**src/sv/phbm_pkg.sv**
```systemverilog
// Shared constants, codes and mapping functions for the peak-hold bar meter.
`timescale 1ns / 1ps

package phbm_pkg;

    localparam int SAMPLE_W     = 10;
    localparam int HOLD_W       = 8;
    localparam int LIT_W        = 4;
    localparam int BAR_SEGMENTS = 10;
    localparam int CFG_INDEX_W  = 2;
    localparam int CFG_DATA_W   = 10;

    localparam logic [CFG_INDEX_W-1:0] CFG_HOLD_SAMPLES = 2'd0;
    localparam logic [CFG_INDEX_W-1:0] CFG_RAW_OFFSET   = 2'd1;

    localparam logic [HOLD_W-1:0]   HOLD_SAMPLES_RESET = 8'd100;
    localparam logic [SAMPLE_W-1:0] RAW_OFFSET_RESET   = 10'd523;

    localparam int RAW_STEP = 50;

    localparam logic [SAMPLE_W-1:0] LADDER [BAR_SEGMENTS] = '{
        10'd615, 10'd680, 10'd721, 10'd753, 10'd777,
        10'd811, 10'd835, 10'd853, 10'd873, 10'd888
    };

    // Number of ladder thresholds reached or passed by the value.
    function automatic logic [LIT_W-1:0] ladder_level(input logic [SAMPLE_W-1:0] v);
        logic [LIT_W-1:0] n;
        n = '0;
        for (int i = 0; i < BAR_SEGMENTS; i++) begin
            if (v >= LADDER[i]) begin
                n = LIT_W'(i + 1);
            end
        end
        return n;
    endfunction

    // Quotient by the raw step, clamped to the segment count.
    function automatic logic [LIT_W-1:0] raw_level(input logic [SAMPLE_W-1:0] d);
        logic [LIT_W-1:0] n;
        n = '0;
        for (int i = 0; i < BAR_SEGMENTS; i++) begin
            if (d >= SAMPLE_W'(RAW_STEP * (i + 1))) begin
                n = LIT_W'(i + 1);
            end
        end
        return n;
    endfunction

    // Thermometer code: bit i set when i is below the count.
    function automatic logic [BAR_SEGMENTS-1:0] thermometer(input logic [LIT_W-1:0] n);
        logic [BAR_SEGMENTS-1:0] p;
        for (int i = 0; i < BAR_SEGMENTS; i++) begin
            p[i] = (LIT_W'(i) < n);
        end
        return p;
    endfunction

endpackage

```
**src/sv/phbm_peak_track.sv**
```systemverilog
// Peak value and hold countdown, updated once per item.
`timescale 1ns / 1ps

module phbm_peak_track
    import phbm_pkg::*;
(
    input  logic                clk,
    input  logic                rst_n,
    input  logic                advance,
    input  logic [SAMPLE_W-1:0] sample,
    input  logic [HOLD_W-1:0]   hold_samples,
    output logic [SAMPLE_W-1:0] peak_next
);

    logic [SAMPLE_W-1:0] peak_value_reg;
    logic [HOLD_W-1:0]   hold_left_reg;
    logic [HOLD_W-1:0]   hold_left_next;
    logic [SAMPLE_W-1:0] peak_cand;
    logic [HOLD_W-1:0]   hold_cand;
    logic                new_peak;

    always_comb
    begin
        new_peak  = (sample > peak_value_reg);
        peak_cand = new_peak ? sample : peak_value_reg;
        hold_cand = new_peak ? hold_samples : hold_left_reg;
        if (hold_cand != '0)
        begin
            hold_left_next = hold_cand - HOLD_W'(1);
            peak_next      = peak_cand;
        end
        else
        begin
            // hold expired: follow the input
            hold_left_next = '0;
            peak_next      = sample;
        end
    end

    always_ff @(posedge clk or negedge rst_n)
    begin
        if (!rst_n)
        begin
            peak_value_reg <= '0;
            hold_left_reg  <= '0;
        end
        else if (advance)
        begin
            peak_value_reg <= peak_next;
            hold_left_reg  <= hold_left_next;
        end
    end

endmodule

```
**src/sv/phbm_bar_map.sv**
```systemverilog
// Maps the peak or the offset sample to a lit segment count and bar pattern.
`timescale 1ns / 1ps

module phbm_bar_map
    import phbm_pkg::*;
(
    input  logic                    level_mode,
    input  logic [SAMPLE_W-1:0]     sample,
    input  logic [SAMPLE_W-1:0]     peak,
    input  logic [SAMPLE_W-1:0]     raw_offset,
    output logic [LIT_W-1:0]        lit_count,
    output logic [BAR_SEGMENTS-1:0] bar_pattern
);

    logic [SAMPLE_W-1:0] raw_diff;

    always_comb
    begin
        raw_diff = sample - raw_offset;
        if (level_mode)
        begin
            lit_count = ladder_level(peak);
        end
        else if (sample < raw_offset)
        begin
            lit_count = '0;
        end
        else
        begin
            lit_count = raw_level(raw_diff);
        end
        bar_pattern = thermometer(lit_count);
    end

endmodule

```
**src/sv/peak_hold_level_bar_meter_unit.sv**
```systemverilog
// Top level of the peak-hold bar meter: handshakes, registers and result stage.
`timescale 1ns / 1ps

// Peak-hold bar meter. Each item carries one 10-bit sample and a mode bit and
// yields exactly one result: the lit segment count (0..10), its thermometer
// pattern and the held peak after the update. A sample above the held peak
// becomes the new peak and reloads the hold countdown from hold_samples; the
// countdown then drops by one, and once it is zero the peak follows the
// sample. Level mode maps the peak through a fixed ladder of ten thresholds;
// raw mode gives (sample - raw_offset) / 50, zero below the offset, clamped
// to ten. Throughput is one item per clock while results are taken. An accepted
// item waits in the input register while the peak/hold update and the bar
// mapping run, and the result register captures it once it is free, which
// also closes the peak/hold feedback loop.
// A stalled result holds in the result register while one more item waits in
// the input register. The configuration port always accepts; write it only
// while no item is in flight. Register 0 is hold_samples (reset 100),
// register 1 is raw_offset (reset 523); other indexes are ignored.
module peak_hold_level_bar_meter_unit
    import phbm_pkg::*;
(
    input  logic                    clk,
    input  logic                    rst_n,
    input  logic                    in_valid,
    output logic                    in_ready,
    input  logic [SAMPLE_W-1:0]     sample,
    input  logic                    level_mode,
    output logic                    out_valid,
    input  logic                    out_ready,
    output logic [LIT_W-1:0]        lit_count,
    output logic [BAR_SEGMENTS-1:0] bar_pattern,
    output logic [SAMPLE_W-1:0]     held_peak,
    input  logic                    cfg_valid,
    output logic                    cfg_ready,
    input  logic [CFG_INDEX_W-1:0]  cfg_index,
    input  logic [CFG_DATA_W-1:0]   cfg_data
);

    logic [HOLD_W-1:0]       hold_samples_reg;
    logic [SAMPLE_W-1:0]     raw_offset_reg;

    logic                    s1_valid_reg;
    logic [SAMPLE_W-1:0]     s1_sample_reg;
    logic                    s1_level_reg;

    logic                    out_valid_reg;
    logic [LIT_W-1:0]        lit_count_reg;
    logic [BAR_SEGMENTS-1:0] bar_pattern_reg;
    logic [SAMPLE_W-1:0]     held_peak_reg;

    logic                    advance;
    logic                    step;
    logic                    in_take;
    logic [SAMPLE_W-1:0]     peak_next;
    logic [LIT_W-1:0]        lit_next;
    logic [BAR_SEGMENTS-1:0] pattern_next;

    // Result stage moves when it is empty or being drained.
    assign advance  = !out_valid_reg || out_ready;
    // An item leaves the input register into the result register.
    assign step     = advance && s1_valid_reg;
    assign in_ready = !s1_valid_reg || advance;
    assign in_take  = in_valid && in_ready;

    assign cfg_ready = 1'b1;

    // Configuration registers: drop writes to unknown indexes.
    always_ff @(posedge clk or negedge rst_n)
    begin
        if (!rst_n)
        begin
            hold_samples_reg <= HOLD_SAMPLES_RESET;
            raw_offset_reg   <= RAW_OFFSET_RESET;
        end
        else if (cfg_valid && cfg_ready)
        begin
            unique case (cfg_index)
                CFG_HOLD_SAMPLES: hold_samples_reg <= cfg_data[HOLD_W-1:0];
                CFG_RAW_OFFSET:   raw_offset_reg   <= cfg_data[SAMPLE_W-1:0];
                default:          ;
            endcase
        end
    end

    // Input register: hold the accepted item until the result stage takes it.
    always_ff @(posedge clk or negedge rst_n)
    begin
        if (!rst_n)
        begin
            s1_valid_reg <= 1'b0;
        end
        else if (in_ready)
        begin
            s1_valid_reg <= in_valid;
        end
    end

    always_ff @(posedge clk)
    begin
        if (in_take)
        begin
            s1_sample_reg <= sample;
            s1_level_reg  <= level_mode;
        end
    end

    // Advance the peak and hold state only when an item enters the result stage.
    phbm_peak_track u_peak_track (
        .clk          (clk),
        .rst_n        (rst_n),
        .advance      (step),
        .sample       (s1_sample_reg),
        .hold_samples (hold_samples_reg),
        .peak_next    (peak_next)
    );

    phbm_bar_map u_bar_map (
        .level_mode  (s1_level_reg),
        .sample      (s1_sample_reg),
        .peak        (peak_next),
        .raw_offset  (raw_offset_reg),
        .lit_count   (lit_next),
        .bar_pattern (pattern_next)
    );

    // Result register: hold the finished item until the consumer takes it.
    always_ff @(posedge clk or negedge rst_n)
    begin
        if (!rst_n)
        begin
            out_valid_reg <= 1'b0;
        end
        else if (advance)
        begin
            out_valid_reg <= s1_valid_reg;
        end
    end

    always_ff @(posedge clk)
    begin
        if (step)
        begin
            lit_count_reg   <= lit_next;
            bar_pattern_reg <= pattern_next;
            held_peak_reg   <= peak_next;
        end
    end

    assign out_valid   = out_valid_reg;
    assign lit_count   = lit_count_reg;
    assign bar_pattern = bar_pattern_reg;
    assign held_peak   = held_peak_reg;

    // Never more lit segments than the bar has.
    a_lit_range: assert property (@(posedge clk) disable iff (!rst_n)
        out_valid |-> (lit_count <= LIT_W'(BAR_SEGMENTS)))
        else $error("lit count beyond segment count");

    // Pattern carries as many set bits as the count says.
    a_pattern_count: assert property (@(posedge clk) disable iff (!rst_n)
        out_valid |-> ($countones(bar_pattern) == int'(lit_count)))
        else $error("bar pattern does not match lit count");

    // Pattern is a thermometer code: no gaps.
    a_pattern_shape: assert property (@(posedge clk) disable iff (!rst_n)
        out_valid |-> ((bar_pattern & (bar_pattern + BAR_SEGMENTS'(1))) == '0))
        else $error("bar pattern is not a thermometer code");

    // Input stalls only when both stages are full and the result is blocked.
    a_stall_cause: assert property (@(posedge clk) disable iff (!rst_n)
        !in_ready |-> (s1_valid_reg && out_valid_reg && !out_ready))
        else $error("input stalled without a blocked result");

    // A blocked result keeps its stage full in the next cycle.
    a_result_kept: assert property (@(posedge clk) disable iff (!rst_n)
        (out_valid_reg && !out_ready) |=> (out_valid_reg && $stable(held_peak_reg)))
        else $error("blocked result lost");

endmodule

```
**config.mk**
```make
export PLATFORM = sky130hd
export DESIGN_NAME = peak_hold_level_bar_meter_unit
export DESIGN_NICKNAME = d
export VERILOG_FILES = /design/src/sv/phbm_pkg.sv /design/src/sv/phbm_peak_track.sv /design/src/sv/phbm_bar_map.sv /design/src/sv/peak_hold_level_bar_meter_unit.sv
export SDC_FILE = /design/constraint.sdc
export NUM_CORES = 1
export LEC_CHECK = 0
export BUFFER_PORTS_ARGS = -buffer_cell sky130_fd_sc_hd__buf_4
export CAP_MARGIN = 20
export CORE_MARGIN = 4
export CORE_UTILIZATION = 35
export DETAILED_ROUTE_END_ITERATION = 12
export GPL_TIMING_DRIVEN = 0
export SYNTH_ARGS = -nofsm -noshare
export SYNTH_HDL_FRONTEND = slang
export SYNTH_SLANG_ARGS = --single-unit
```
**constraint.sdc**
```tcl
create_clock -name clk -period 4.8 [get_ports clk]
set_clock_uncertainty 0.1 [all_clocks]
set_input_delay 0.96 -clock clk [delete_from_list [all_inputs] [get_ports clk]]
set_output_delay 0.96 -clock clk [all_outputs]
set_load 0.02 [all_outputs]
```
==> out/results.txt <==
Outcome: finished, final reports clean
CP peak stage delay: 0.48 ns
CP Data Required Time: 4.77 ns
Final hold slack: 0.389 ns
Static leakage: 2.45 nW
Clock Sinks: 72
GRT Total Usage: 0.163
Power Total: 3.42 mW
Setup ws final: 0.319 ns
Hold_sp: s1_valid_reg
Antenna violations before repair: 0
CTS Buf Count: 9
First-pass GRT wire length: 21,300 microns
Final ANT Viol Nets: 0
Clock period minus worst slack: 4.48 ns
Worst Setup SP: u_peak_track.peak_value_reg[7]
# port buffers: 53
Max-slew violations: 0
Vias in the first global route: 4,166
Fmax achieved: 223 MHz
Post-synthesis register bit count: 72
CP max FO: 10
Via-to-Cell Ratio: 5.58
IO Pins: 55
Die area: 0.0165 sq mm
DRT Pass-1 Iters: 5
Worst-margin pin slew: 0.711 ns
Post-synth EDFFs: 34
Grt ovf: 0
Final core utilization: 0.431
Seq/Total Area, Yosys: 0.391
Startpoint types: flop
WL final: 13,100 microns
WL per Instance: 16.5 microns
CTS Buffer Depth: 2
Post-synthesis cell count: 540
Final Hold Viols: 0
Detail Placement HPWL: 10,100 microns
Setup CP Type: reg -> reg
Place WS: -0.439 ns
R2R Path Start: u_peak_track.peak_value_reg[7]
Clk Latency, worst-skew pair: 0.34 ns
Most common cell after layout, fill and taps aside: buf_4
Clock transition at path regs: 0.06 ns
Antenna Cells: 0
Core ar.: 0.0140 sq mm
Worst slew margin: 0.526
Footprint of the multi-input gates: 0.00288 sq mm
Die height: 128 microns
Most frequent cells in the layout: buf_4, nand2_1, o21ai_0
Initial Util: 0.361
Critical path's slowest cell: dfrtp_1
CP cell instances: clkinvlp_4, ha_1, nand2_1, nor3_2, a221oi_2, nor2_4, mux2i_2, ha_2, nand3_1, a21boi_2, o21ai_0, or2_1, o32ai_1, a211oi_4, a31oi_1
Largest net degree at the start of global routing: 39
Synth warn: 0
Yosys cell types: 86
Row count: 43
Area Overhead vs Synth: 19.6%
Synthesized area per cell: 9.38 sq um
DR DRC count: 0
Final Wtd Congestion: 0.884
Horiz. Die Dim: 128 microns
Count of maximum capacitance violations: 0
Clk root buf: clkbuf_16
# H-tree levels: 3
FFs w/ async S/R, synth: 0.528
Primary FF master, synth: edfxtp_1
Vias: 4,410
Finish-stage setup viols: 0
Post-CTS Hold Fix Bufs: 0
Syn Nets: 590
Hold Crit Class: reg -> reg
Reg area: 0.00198 sq mm
CTS tree: yes
Unrepaired setup endpoints after global routing: no
Proportion of layout cells with a drive suffix above 1: 0.246
Worst Setup End Kind: flop
Tcrit/Tclk final: 0.934
Layout filler cell count: 1,386
Pwr dens: 565 mW/mm^2
Drt initial violations: 261
VDD IR max: 0.000273 V
Worst EP arrival: 4.45 ns
Post-Syn Area: 0.00506 sq mm
Fin nets: 655
[layout make-up]
type / count / share of cell area
clock inverters: 5 / 0.0103
clock buffers: 11 / 0.0401
plain buffers: 24 / 0.0223
flip-flops and latches: 72 / 0.327
well taps: 180 / 0.0372
repair buffers: 55 / 0.0678
inverters: 32 / 0.0205
multi-input cells: 411 / 0.475
[path summary, 6_finish.rpt]
kind	to	slack [ns]	cells past startpoint
min in group asynchronous	u_peak_track.hold_left_reg[4]	0.48	1
worst min register to register	out_valid	0.39	1
worst max-delay path	bar_pattern[8]	0.32	15
worst min-delay path	out_valid	0.39	1
max in group asynchronous	raw_offset_reg[3]	3.75	1
worst max register to register	bar_pattern[8]	0.32	15
[per-stage QoR]
| stage | instance area, sq um | instances | TNS (ns) |
|---|---|---|---|
| 6_report | 6060 | 790 | 0 |
| 5_1_grt | 6060 | 790 | 0 |
| 4_1_cts | 6030 | 789 | 0 |
| 3_5_place_dp | 5690 | 773 | -8.57 |
| 3_3_place_gp | 5690 | 773 | -7.37 |
| 2_1_floorplan | 5060 | 540 | 0 |
[metal layers]
metal | up-vias | GRT usage | wire, microns
li1 | 2153 | - | -
met4 | 0 | 0.0524 | 189
met1 | 2101 | 0.218 | 5940
met2 | 142 | 0.261 | 6240
met3 | 14 | 0.0371 | 711
met5 | - | 0 | 0
[synth_stat cells (10+ instances only)]
cell,number,share of area
ha_1,21,0.052
a31oi_1,10,0.012
dfrtp_1,31,0.15
mux2i_1,10,0.020
clkbuf_1,12,0.0089
nand3_1,12,0.012
edfxtp_1,34,0.20
nor2_1,30,0.022
nand2_1,55,0.041
nor3_1,16,0.016
o21ai_0,44,0.043
a21oi_1,27,0.027
mux2_2,23,0.051
inv_1,30,0.022
[power by group]
part	leakage (nW)	internal (mW)	switching [mW]	total, mW
Clock	0.151	0.420	0.264	0.684
Sequential	0.778	0.863	0.172	1.04
Combinational	1.52	0.690	1.01	1.71
[logic make-up after synthesis]
logic type               Yosys count  share of synthesized area
multiplexers                      33                     0.0709
XOR/XNOR                           8                     0.0138
other                              1                   0.000740
AO/OA/AOI/OAI                    171                      0.238
AND/OR/NAND/NOR                  176                      0.179
buffers and inverters             57                     0.0504
flip-flops                        72                      0.391
adder cells (fa/ha/maj)           22                     0.0558
[timing repair]
item | CTS | global route
gates resized for setup | 8 | 8
endpoints found under the setup margin | 29 | 28
setup buffers | 0 | 1
pin swaps | 0 | 0
[worst max-delay path: cells and delay by family, from the launching register on]
kind / cells / cell delay (ns)
multiplexers: 1 / 0.36
AND/OR/NAND/NOR: 5 / 1.00
flip-flops: 1 / 0.48
AO/OA/AOI/OAI: 6 / 1.32
adder cells (fa/ha/maj): 2 / 0.70
buffers and inverters: 1 / 0.24
(Power assumes the default switching activity.)
